--- config.mk ---
export PLATFORM = sky130hd
export DESIGN_NAME = analog_keypad_debounce_repeat_core
export DESIGN_NICKNAME = d
export VERILOG_FILES = /design/src/design/akdr_pkg.sv /design/src/design/analog_keypad_debounce_repeat_core.sv
export VERILOG_INCLUDE_DIRS = /design/src /design/src/design
export SDC_FILE = /design/constraint.sdc
export NUM_CORES = 1
export LEC_CHECK = 0
export BUFFER_PORTS_ARGS = -buffer_cell sky130_fd_sc_hd__buf_2
export CAP_MARGIN = 20
export CORE_ASPECT_RATIO = 2
export CORE_MARGIN = 2
export CORE_UTILIZATION = 50
export CTS_CLUSTER_DIAMETER = 150
export CTS_CLUSTER_SIZE = 12
export DETAILED_ROUTE_END_ITERATION = 8
export HOLD_SLACK_MARGIN = 0.08
export PLACE_DENSITY = 0.71
export SLEW_MARGIN = 15
export SYNTH_ARGS = -nofsm -noshare
export SYNTH_HDL_FRONTEND = slang
export SYNTH_SLANG_ARGS = --single-unit
--- constraint.sdc ---
create_clock -name clk -period 5.9 [get_ports clk]
set_clock_uncertainty 0.1 [all_clocks]
set_input_delay 0.59 -clock clk [delete_from_list [all_inputs] [get_ports clk]]
set_output_delay 0.59 -clock clk [all_outputs]
set_load 0.01 [all_outputs]
--- src/design/analog_keypad_debounce_repeat_core_defines.svh ---
// ----------------------------------------------------------------------------
// keypad decoder assertion macros
// shared concurrent assertion forms for the keypad decoder
// ----------------------------------------------------------------------------
`ifndef ANALOG_KEYPAD_DEBOUNCE_REPEAT_CORE_DEFINES_SVH
`define ANALOG_KEYPAD_DEBOUNCE_REPEAT_CORE_DEFINES_SVH

// same-cycle implication, disabled while in reset
`define AKDR_ASSERT_NOW(label, clk, rst_n, ante, cons, msg) \
    label: assert property (@(posedge clk) disable iff (!rst_n) (ante) |-> (cons)) \
        else $error(msg);

// next-cycle implication, disabled while in reset
`define AKDR_ASSERT_NXT(label, clk, rst_n, ante, cons, msg) \
    label: assert property (@(posedge clk) disable iff (!rst_n) (ante) |=> (cons)) \
        else $error(msg);

`endif

--- src/design/akdr_pkg.sv ---
// ----------------------------------------------------------------------------
// keypad decoder package
// word types, key codes and ladder window classification
// ----------------------------------------------------------------------------
package akdr_pkg;

    typedef struct packed {
        logic [9:0] sample;
        logic       arm_repeat;
    } in_word_t;

    typedef struct packed {
        logic [2:0] key_code;
        logic       key_hit;
    } out_word_t;

    localparam logic [2:0] KEY_NONE          = 3'd0;
    localparam logic [2:0] KEY_BRIGHT_DOWN   = 3'd1;
    localparam logic [2:0] KEY_BRIGHT_UP     = 3'd2;
    localparam logic [2:0] KEY_CONTRAST_UP   = 3'd3;
    localparam logic [2:0] KEY_CONTRAST_DOWN = 3'd4;
    localparam logic [2:0] KEY_MODE          = 3'd5;

    localparam logic [7:0] HOLD_RELOAD_RESET = 8'd255;
    localparam logic [7:0] HOLD_COUNT_RESET  = 8'd255;

    // open window bounds on the ladder reading
    localparam logic [9:0] WIN1_HI = 10'h030;
    localparam logic [9:0] WIN2_LO = 10'h0a0;
    localparam logic [9:0] WIN2_HI = 10'h120;
    localparam logic [9:0] WIN3_LO = 10'h1f0;
    localparam logic [9:0] WIN3_HI = 10'h230;
    localparam logic [9:0] WIN4_LO = 10'h2d0;
    localparam logic [9:0] WIN4_HI = 10'h320;
    localparam logic [9:0] WIN5_LO = 10'h350;
    localparam logic [9:0] WIN5_HI = 10'h380;

    function automatic logic [2:0] classify(input logic [9:0] s);
        logic [2:0] code;
        code = KEY_NONE;
        if (s < WIN1_HI)
            code = KEY_BRIGHT_DOWN;
        else if (s > WIN2_LO && s < WIN2_HI)
            code = KEY_BRIGHT_UP;
        else if (s > WIN3_LO && s < WIN3_HI)
            code = KEY_CONTRAST_UP;
        else if (s > WIN4_LO && s < WIN4_HI)
            code = KEY_CONTRAST_DOWN;
        else if (s > WIN5_LO && s < WIN5_HI)
            code = KEY_MODE;
        return code;
    endfunction

endpackage

--- src/design/analog_keypad_debounce_repeat_core.sv ---
// ----------------------------------------------------------------------------
// resistor ladder keypad decoder with debounce and auto-repeat
// one adc sample word in, one key word out, while not stalled one word per cycle
// ----------------------------------------------------------------------------
// usage:
//   sample channel (sample_valid / sample_stall / sample_word) carries one
//   10-bit ladder reading plus an arm_repeat flag per word
//   key channel (key_valid / key_stall / key_word) returns one word per
//   sample: the reported key code and a hit pulse flag
//   cfg_write / cfg_data load hold_reload, the countdown before repeat
// timing:
//   an accepted sample passes the input register, then classify and debounce
//   logic into the result register, before it shows on key_valid
//   throughput is one word per cycle while key_stall is low; the debounce
//   state loads with the result register, so back to back samples chain
// reset:
//   all state clears to no key, hold count and reload to 255, not armed
// stall:
//   a stalled key word holds in the result register; the input register
//   still takes a new sample, and sample_stall rises only when both hold
//   words
// ----------------------------------------------------------------------------
`include "analog_keypad_debounce_repeat_core_defines.svh"

module analog_keypad_debounce_repeat_core (
    input  logic                clk,
    input  logic                rst_n,
    input  logic                sample_valid,
    output logic                sample_stall,
    input  akdr_pkg::in_word_t  sample_word,
    output logic                key_valid,
    input  logic                key_stall,
    output akdr_pkg::out_word_t key_word,
    input  logic                cfg_write,
    input  logic [7:0]          cfg_data
);

    // configuration
    logic [7:0] hold_reload_reg;

    // input register
    logic               in_valid_reg;
    akdr_pkg::in_word_t in_word_reg;

    // debounce state
    logic [2:0] prev_code_reg, prev_code_next;
    logic [2:0] accepted_code_reg, accepted_code_next;
    logic [7:0] hold_count_reg, hold_count_next;
    logic       armed_reg, armed_next;

    // result register, also holds the reported code and hit flag state
    logic                out_valid_reg;
    akdr_pkg::out_word_t out_word_reg, out_word_next;

    logic       out_free;
    logic       process;
    logic       new_key;
    logic [2:0] code;
    logic       armed_now;

    // result register can take a word when empty or being drained
    assign out_free     = !out_valid_reg || !key_stall;
    assign process      = in_valid_reg && out_free;
    assign sample_stall = in_valid_reg && !out_free;

    assign key_valid = out_valid_reg;
    assign key_word  = out_word_reg;

    always_ff @(posedge clk or negedge rst_n)
    begin
        if (!rst_n)
        begin
            hold_reload_reg <= akdr_pkg::HOLD_RELOAD_RESET;
        end
        else if (cfg_write)
        begin
            hold_reload_reg <= cfg_data;
        end
    end

    // input register
    always_ff @(posedge clk or negedge rst_n)
    begin
        if (!rst_n)
        begin
            in_valid_reg <= 1'b0;
        end
        else if (!sample_stall)
        begin
            in_valid_reg <= sample_valid;
        end
    end

    always_ff @(posedge clk)
    begin
        if (sample_valid && !sample_stall)
        begin
            in_word_reg <= sample_word;
        end
    end

    // classify and debounce
    always_comb
    begin
        code      = akdr_pkg::classify(in_word_reg.sample);
        // arm request takes effect before this sample is judged
        armed_now = armed_reg | in_word_reg.arm_repeat;
        new_key   = 1'b0;

        prev_code_next     = prev_code_reg;
        accepted_code_next = accepted_code_reg;
        hold_count_next    = hold_count_reg;
        armed_next         = armed_now;
        out_word_next      = out_word_reg;

        if (code == prev_code_reg)
        begin
            if (code == accepted_code_reg)
            begin
                if (armed_now)
                begin
                    if (hold_count_reg != 8'd0)
                    begin
                        // still counting down toward repeat
                        out_word_next.key_hit = 1'b0;
                        hold_count_next       = hold_count_reg - 8'd1;
                    end
                    else
                    begin
                        // repeating: hit on every held sample
                        out_word_next.key_code = code;
                        out_word_next.key_hit  = 1'b1;
                    end
                end
                else
                begin
                    out_word_next.key_hit = 1'b0;
                    hold_count_next       = hold_reload_reg;
                end
            end
            else
            begin
                // stable code differs from accepted key, release included
                new_key                = 1'b1;
                accepted_code_next     = code;
                out_word_next.key_code = code;
                out_word_next.key_hit  = 1'b1;
                hold_count_next        = hold_reload_reg;
                armed_next             = 1'b0;
            end
        end
        else
        begin
            // bouncing: report no key until two samples agree
            prev_code_next         = code;
            out_word_next.key_code = akdr_pkg::KEY_NONE;
            out_word_next.key_hit  = 1'b0;
            hold_count_next        = hold_reload_reg;
        end
    end

    always_ff @(posedge clk or negedge rst_n)
    begin
        if (!rst_n)
        begin
            prev_code_reg         <= akdr_pkg::KEY_NONE;
            accepted_code_reg     <= akdr_pkg::KEY_NONE;
            hold_count_reg        <= akdr_pkg::HOLD_COUNT_RESET;
            armed_reg             <= 1'b0;
            out_word_reg.key_code <= akdr_pkg::KEY_NONE;
            out_word_reg.key_hit  <= 1'b0;
        end
        else if (process)
        begin
            prev_code_reg     <= prev_code_next;
            accepted_code_reg <= accepted_code_next;
            hold_count_reg    <= hold_count_next;
            armed_reg         <= armed_next;
            out_word_reg      <= out_word_next;
        end
    end

    always_ff @(posedge clk or negedge rst_n)
    begin
        if (!rst_n)
        begin
            out_valid_reg <= 1'b0;
        end
        else if (out_free)
        begin
            out_valid_reg <= in_valid_reg;
        end
    end

    // checks
    `AKDR_ASSERT_NOW(a_code_range, clk, rst_n, key_valid,
        key_word.key_code <= akdr_pkg::KEY_MODE, "key code out of range")
    `AKDR_ASSERT_NOW(a_stall_cause, clk, rst_n, sample_stall,
        key_valid && key_stall && in_valid_reg, "sample stall without full pipe")
    `AKDR_ASSERT_NXT(a_new_key_disarms, clk, rst_n, process && new_key,
        !armed_reg && key_word.key_hit, "new key did not disarm repeat")

endmodule

==> parameters.txt, run 1 <==
Parameter                              Value

Floorplan
  Row Count ... 33
  Overall die width ... 50.5 um
  I/O pin count ... 30
  Core ar. ... 0.00413 mm2
  Die ar. ... 0.00489 mm2
  Die height ... 96.9 um
  Initial core utilization ... 52.3%

Yosys
  Top flip-flop cell by instance count after synthesis ... dfstp_2
  Mapped Nets ... 222
  Post-Synthesis Mean Instance Area ... 11.0 um2
  Area share of xor/xnor cells in the synthesized design ... 2.03%
  Cell count after synthesis ... 197
  Dominant combinational cell family by area after synthesis ... simple AND/OR/NAND/NOR gates
  Number of warnings printed during yosys synthesis ... 0
  Post-synthesis simple-gate area fraction ... 17.5%
  Adder and majority gate portion of the synthesized area ... 0.579%
  Synth top area share ... 19.5%
  Netlist area before placement ... 0.00216 mm2
  Leading post-synthesis cells by cell area ... dfstp_2, edfxtp_1, dfrtp_1
  Count of flip-flops with a built-in enable after synthesis ... 11
  Synthesized flop and latch total ... 40
  Post-synthesis mux area share ... 8.34%
  Largest area contributor in the netlist ... dfstp_2
  Sequential share of the synthesized area ... 49.8%
  Compound-gate portion of the synthesized area ... 17.1%
  Post-synth cell types ... 54
  Async SR Flop Fraction ... 72.5%

Global route
  GR Overflow Total ... 0
  Total track usage ... 19.9%
  Top Usage Layer GRT ... met2
  Number of global-route vias before repair ... 1687
  Antenna violations before repair ... 0
  Met1 capacity usage during global routing ... 19.3%
  Maximum number of pins on one net before global-route repair ... 30
  Global-route wire length before repair ... 7490 um
  Routing usage on met3 ... 3.24%
  GR Util met2 ... 37.3%

Timing
  Unrepaired setup endpoints after global routing ... no
  Final Hold Violating Endpoints ... 0
  Max Slew Vio Count ... 0
  Share of the clock period used by the worst path ... 52.3%
  Final setup viols ... 0
  Worst rel slew slack ... 49.0%
  Transition time at the pin with the least slew margin ... 0.765 ns
  Sum of negative setup slack ... 0 ns
  Highest achievable clock rate ... 0.324 GHz
  Min Clock Period, post-route ... 3.09 ns

Run status
  Status ... finished, final reports clean

Final layout
  Post-route cell area ... 0.00249 mm2
  Layout net count ... 251
  Share of cells above drive strength 1 ... 30.4%
  Max FFs per register ... 11
  Fill cell instance count of the final layout ... 350
  Non-filler instance count after layout ... 279
  Relative area change from synthesis to final layout ... 15.3%
  Diodes inserted ... 0
  Layout Utilization ... 60.3%

Place
  Detailed placement HPWL ... 3390 um
  Area of placed instances ... 0.00233 mm2
  Cell Count Post-Placement ... 271
  Number of I/O port buffers ... 29
  Routability cong. ... 0.768

Clocking
  Maximum number of buffers from clock root to sink ... 2
  Cell chosen for the clock root ... clkbuf_8
  Post-CTS clock slew at the launch and capture registers of the worst setup and hold paths ... 0.08 ns
  Number of buffers inserted by hold repair at cts ... 0
  Number of buffers inserted to repair setup after CTS ... 0
  CTS tree ... yes
  Clock sink count ... 40
  Insertion delay of the later-clocked pin in the worst-skew pair ... 0.29 ns
  Number of buffers added by the clock tree synthesis step ... 5
  H-tree lvl count ... 2
  Number of cells upsized or downsized after cts ... 0

Critical path
  Beginning of the worst register-to-register path ... in_word_reg[8]$_DFFE_PP_
  Arrival time reported for the critical path endpoint ... 3.20 ns
  Max incr delay on CP ... 0.55 ns
  Critical path destination ... hold_count_reg[4]$_DFFE_PN1P_
  Setup slack of the most critical reg-to-reg path ... 2.81 ns
  Critical path, cell by cell ... nand4bb_1 > and4_1 > a2111oi_4 > xnor2_1 > a311oi_4 > nand4_1 > nand2_1 > o2bb2ai_1
  Startpoint types ... flop
  CP max FO ... 9
  Slowest CP cell ... edfxtp_1
  Depth of the worst register-to-register path ... 8
  Beginning of the critical path ... in_word_reg[8]$_DFFE_PP_
  Critical setup path kind ... reg -> reg
  Worst R2R End ... hold_count_reg[4]$_DFFE_PN1P_
  Worst Setup End Kind ... flop
  Worst Path Required ... 6.02 ns

Routing
  Antenna Nets Post-Route ... 0
  Total via count in the routed design ... 1639
  Number of search-and-repair iterations in the first detailed-routing pass ... 4
  Average wire length per cell after detail routing ... 16.1 um
  1st-iter DRT viols ... 20
  DRC violation count after routing ... 0
  Wire length after detailed routing ... 4500 um
  Post-detailed-route via-to-cell ratio ... 5.87

Worst hold path
  Min-delay worst type ... in -> async

Power and ir drop
  Maximum VDD drop ... 300 uV
  Cell area power density ... 382 mW/mm2
  Leakage power of the design ... 1.06 nW

Job
  Max-capacitance violation count ... 0
synth_stat cells (3+ instances only):
| library cell | count |
|---|---|
| o211ai_1 | 6 |
| nor2_1 | 10 |
| a21oi_1 | 9 |
| xnor2_1 | 4 |
| dfstp_2 | 16 |
| nand2_1 | 18 |
| dfrtp_1 | 13 |
| mux2i_1 | 9 |
| o21ai_0 | 7 |
| inv_1 | 16 |
| nand2b_1 | 5 |
| mux2_2 | 7 |
| nand3_1 | 5 |
| o2bb2ai_1 | 4 |
| and2_1 | 3 |
| edfxtp_1 | 11 |
| o22ai_1 | 4 |
| buf_2 | 4 |
| nor4_1 | 4 |
final cells by class:
| type | instances | area, um2 | share of cell area, % |
|---|---|---|---|
| timing repair buffer | 29 | 145 | 5.83 |
| sequential | 40 | 1080 | 43.2 |
| clock inverter | 3 | 90.1 | 3.62 |
| tap | 52 | 65.1 | 2.61 |
| clock buffer | 5 | 68.8 | 2.76 |
| multi-input combinational | 134 | 985 | 39.5 |
| inverter | 16 | 60.1 | 2.41 |
how the worst min path moves through the flow:
stage	startpoint	to	slack (ns)	cells past startpoint
3_5_place_dp	key_word[0]$_DFFE_PN0P_	key_word[0]$_DFFE_PN0P_	0.37	2
6_report	rst_n	key_word[3]$_DFFE_PN0P_	0.22	1
4_1_cts	rst_n	key_word[2]$_DFFE_PN0P_	0.23	1
2_1_floorplan	rst_n	accepted_code_reg[0]$_DFFE_PN0P_	0.19	0
3_3_place_gp	key_word[0]$_DFFE_PN0P_	key_word[0]$_DFFE_PN0P_	0.36	2
5_1_grt	rst_n	key_word[0]$_DFFE_PN0P_	0.27	1
placed cells by master, fill, tap and decap left out, types with 4 or more instances in the layout:
| cell | netlist | final |
|---|---|---|
| a21oi_1 | 9 | 9 |
| buf_2 | 4 | 29 |
| clkbuf_8 | 0 | 5 |
| dfrtp_1 | 13 | 13 |
| dfstp_2 | 16 | 16 |
| edfxtp_1 | 11 | 11 |
| inv_1 | 16 | 16 |
| mux2_2 | 7 | 7 |
| mux2i_1 | 9 | 9 |
| nand2_1 | 18 | 18 |
| nand2b_1 | 5 | 5 |
| nand3_1 | 5 | 5 |
| nor2_1 | 10 | 10 |
| nor4_1 | 4 | 4 |
| o211ai_1 | 6 | 6 |
| o21ai_0 | 7 | 7 |
| o22ai_1 | 4 | 4 |
| o2bb2ai_1 | 4 | 4 |
| xnor2_1 | 4 | 4 |
cell families (layout without fill, tap and decap cells):
group | after synthesis | count (layout)
xor+xnor | 5 | 5
mux | 17 | 17
buf+inv | 23 | 53
compound gates | 46 | 46
flops | 40 | 40
fa+ha+maj | 1 | 1
simple gates | 65 | 65
metrics by stage:
step	hold slack, ns	total power [mW]	setup WS, ns
detailed placement	0.369	0.648	2.83
global placement	0.358	0.640	2.85
CTS	0.234	0.957	2.80
finish	0.220	0.951	2.81
floorplan	0.194	0.587	3.15
global route	0.269	1.00	2.60
critical path, delay by kind of cell (launching register included):
| family | cells | cell delay, ns |
|---|---|---|
| xor+xnor | 1 | 0.19 |
| compound gates | 3 | 0.95 |
| simple gates | 4 | 1.23 |
| flops | 1 | 0.55 |
routing by layer:
metal	wire (um)	share of wire, %
met3	113	2.5
met1	1580	35
met4	150	3.3
met5	0	0
met2	2660	59
power breakdown:
group / internal, mW / switching (mW)
clock: 0.212 / 0.0964
sequential: 0.358 / 0.0498
combinational: 0.103 / 0.132
total: 0.673 / 0.279
(Power assumes the default switching activity.)
==> inputs of run 2 (changes only) <==
--- a/config.mk
+++ b/config.mk
@@ -6,6 +6,7 @@
 export SDC_FILE = /design/constraint.sdc
 export NUM_CORES = 1
 export LEC_CHECK = 0
+export ABC_AREA = 1
 export BUFFER_PORTS_ARGS = -buffer_cell sky130_fd_sc_hd__buf_2
 export CAP_MARGIN = 20
 export CORE_ASPECT_RATIO = 2
@@ -15,7 +16,7 @@
 export CTS_CLUSTER_SIZE = 12
 export DETAILED_ROUTE_END_ITERATION = 8
 export HOLD_SLACK_MARGIN = 0.08
-export PLACE_DENSITY = 0.71
+export PLACE_DENSITY = 0.73
 export SLEW_MARGIN = 15
 export SYNTH_ARGS = -nofsm -noshare
 export SYNTH_HDL_FRONTEND = slang
==> constraint.sdc (replaced) <==
create_clock -name clk -period 2.7 [get_ports clk]
set_clock_uncertainty 0.1 [all_clocks]
set_input_delay 0.27 -clock clk [delete_from_list [all_inputs] [get_ports clk]]
set_output_delay 0.27 -clock clk [all_outputs]
set_load 0.01 [all_outputs]
==> run 2 against run 1 <==
Global-route usage is 2.9 points higher; count of clock-buffer cells in the layout stayed put; power rose by 110%; final cell count is 43% higher; critical endpoint unchanged; largest cell class unchanged.
==> parameters.txt, run 2 <==
Parameter                              Value

Routing
  Average wire length per cell after detail routing ... 12.9 um
  1st-iter DRT viols ... 40
  Post-detailed-route via-to-cell ratio ... 5.02
  DRC violation count after routing ... 0
  Number of search-and-repair iterations in the first detailed-routing pass ... 4
  Total via count in the routed design ... 2006
  Wire length after detailed routing ... 5170 um
  Antenna Nets Post-Route ... 0

Yosys
  Count of flip-flops with a built-in enable after synthesis ... 11
  Synth top area share ... 18.5%
  Synthesized flop and latch total ... 40
  Sequential share of the synthesized area ... 47.3%
  Top flip-flop cell by instance count after synthesis ... dfstp_2
  Largest area contributor in the netlist ... dfstp_2
  Leading post-synthesis cells by cell area ... dfstp_2, nand2_1, edfxtp_1
  Most used standard cells in the synthesized netlist ... nand2_1, inv_1, nor2_1
  Top-count cell post-synth ... nand2_1
  Cell count after synthesis ... 298
  Post-Synthesis Mean Instance Area ... 7.64 um2
  Number of warnings printed during yosys synthesis ... 0
  Async SR Flop Fraction ... 72.5%
  Mapped Nets ... 323
  Post-synth cell types ... 27
  Netlist area before placement ... 0.00228 mm2

Global route
  Antenna violations before repair ... 0
  Total track usage ... 22.9%
  Maximum number of pins on one net before global-route repair ... 30
  Number of global-route vias before repair ... 2082
  Global-route wire length before repair ... 8830 um
  GR Overflow Total ... 0

Timing
  Final Hold Violating Endpoints ... 0
  Max Slew Vio Count ... 0
  Unrepaired setup endpoints after global routing ... no
  Transition time at the pin with the least slew margin ... 0.653 ns
  Worst rel slew slack ... 56.4%
  Min Clock Period, post-route ... 2.23 ns
  Highest achievable clock rate ... 0.449 GHz
  Share of the clock period used by the worst path ... 82.5%
  Final setup viols ... 0
  Sum of negative setup slack ... 0 ns

Critical path
  Critical setup path kind ... reg -> reg
  Arrival time reported for the critical path endpoint ... 2.37 ns
  Setup slack of the most critical reg-to-reg path ... 0.47 ns
  Startpoint types ... flop
  CP max FO ... 7
  Worst Path Required ... 2.84 ns
  Worst Setup End Kind ... flop

Final layout
  Most frequent cells in the layout ... nand2_1, inv_1, nor2_1, buf_2, o21ai_0
  Relative area change from synthesis to final layout ... 18.4%
  Most common cell after layout, fill and taps aside ... nand2_1
  Layout Utilization ... 61.5%
  Diodes inserted ... 0
  Layout net count ... 370
  Share of cells above drive strength 1 ... 21.4%
  Max FFs per register ... 11

Power and ir drop
  Maximum VDD drop ... 459 uV
  Final Power ... 2.02 mW
  Leakage power of the design ... 1.36 nW
  Cell area power density ... 749 mW/mm2

Clocking
  Clock sink count ... 40
  Number of buffers added by the clock tree synthesis step ... 5
  Cell chosen for the clock root ... clkbuf_8
  Maximum number of buffers from clock root to sink ... 2
  CTS tree ... yes
  Insertion delay of the later-clocked pin in the worst-skew pair ... 0.30 ns
  H-tree lvl count ... 2
  Number of cells upsized or downsized after cts ... 0
  Post-CTS clock slew at the launch and capture registers of the worst setup and hold paths ... 0.08 ns

Floorplan
  Row Count ... 34
  Initial core utilization ... 52.0%
  Die ar. ... 0.00514 mm2
  Overall die width ... 51.7 um
  Core ar. ... 0.00438 mm2
  I/O pin count ... 30
  Die height ... 99.4 um

Run status
  Status ... finished, final reports clean

Place
  Detailed placement HPWL ... 3860 um
  Number of I/O port buffers ... 29
  Routability cong. ... 0.866

Worst hold path
  Min-delay worst type ... in -> reg

Job
  Max-capacitance violation count ... 0
-- run 2: changes by cell type in the layout (fill, tap and decap cells not counted), sizes merged, moves of 9 or more --
| cell | delta |
|---|---|
| nand2 | +89 |
| inv | +28 |
| nor2 | +21 |
| nand3 | +20 |
| o21ai | +20 |
| dlygate4sd3 | +13 |
| mux2i | -9 |
-- run 2: per-layer routing --
| metal | vias to the layer above | part of all wire, % | global-route usage, % |
|---|---|---|---|
| met1 | 917 | 37 | 21.7 |
| li1 | 1040 | - | - |
| met3 | 19 | 1.8 | 3.15 |
| met2 | 30 | 58 | 44.9 |
| met4 | 0 | 3.8 | 10.7 |
| met5 | - | 0 | 0 |
-- run 2: per-stage QoR --
step | cells | hold slack, ns | worst slack, ns | cell area, um2
CTS | 400 | 0.0823 | 0.477 | 2700
floorplan | 298 | -0.126 | 0.855 | 2280
global placement | 379 | 0.233 | 0.507 | 2480
finish | 400 | 0.0779 | 0.472 | 2700
global route | 400 | 0.0856 | 0.189 | 2700
detailed placement | 379 | 0.232 | 0.495 | 2480
-- run 2: area by class of cell --
class / instances / area, um2
clock inverter: 3 / 18.8
multi-input combinational: 211 / 1020
tap: 54 / 67.6
fill: 400 / 1690
inverter: 44 / 165
clock buffer: 5 / 68.8
timing repair buffer: 43 / 283
sequential: 40 / 1080
-- run 2: report_power, final --
group	total (mW)	internal (mW)	switching, mW
registers	0.882	0.786	0.0957
clock network	0.400	0.180	0.220
logic	0.737	0.258	0.479
-- run 2: worst paths after layout --
kind                                                     to                          start  cells after the start
setup / recovery              hold_count_reg[4]$_DFFE_PN1P_      in_word_reg[10]$_DFFE_PP_                     13
hold / removal               hold_reload_reg[5]$_DFFE_PN1P_                    cfg_data[5]                      3
setup reg to reg              hold_count_reg[4]$_DFFE_PN1P_      in_word_reg[10]$_DFFE_PP_                     13
hold reg to reg               hold_count_reg[7]$_DFFE_PN1P_  hold_count_reg[7]$_DFFE_PN1P_                      2
max in group asynchronous  accepted_code_reg[2]$_DFFE_PN0P_                          rst_n                      2
min in group asynchronous           key_word[3]$_DFFE_PN0P_                          rst_n                      2
-- run 2: what timing repair did --
| item | in CTS | in global routing |
|---|---|---|
| hold endpoints to repair | 25 | 0 |
| hold buffers | 13 | 0 |
| buffers inserted | 0 | 0 |
-- run 2: kinds of logic after synthesis --
group	after synthesis	share of synthesized area (%)
buf+inv	47	8.08
simple gates	173	34.4
flops	40	47.3
fa+ha+maj	1	0.549
mux	2	0.989
xor+xnor	2	0.769
compound gates	33	7.97
-- run 2: critical path, stage by stage (launching register included) --
cell and delay, ns:
edfxtp_1 0.49, inv_2 0.12, nand2_1 0.06, nor2_1 0.11
nand3_1 0.12, nand2_4 0.14, nand3_4 0.11, nand2_1 0.08
nand2_1 0.06, nor2_1 0.15, nand3_1 0.13, o21ai_2 0.33
nand2_1 0.10, nand2_1 0.08
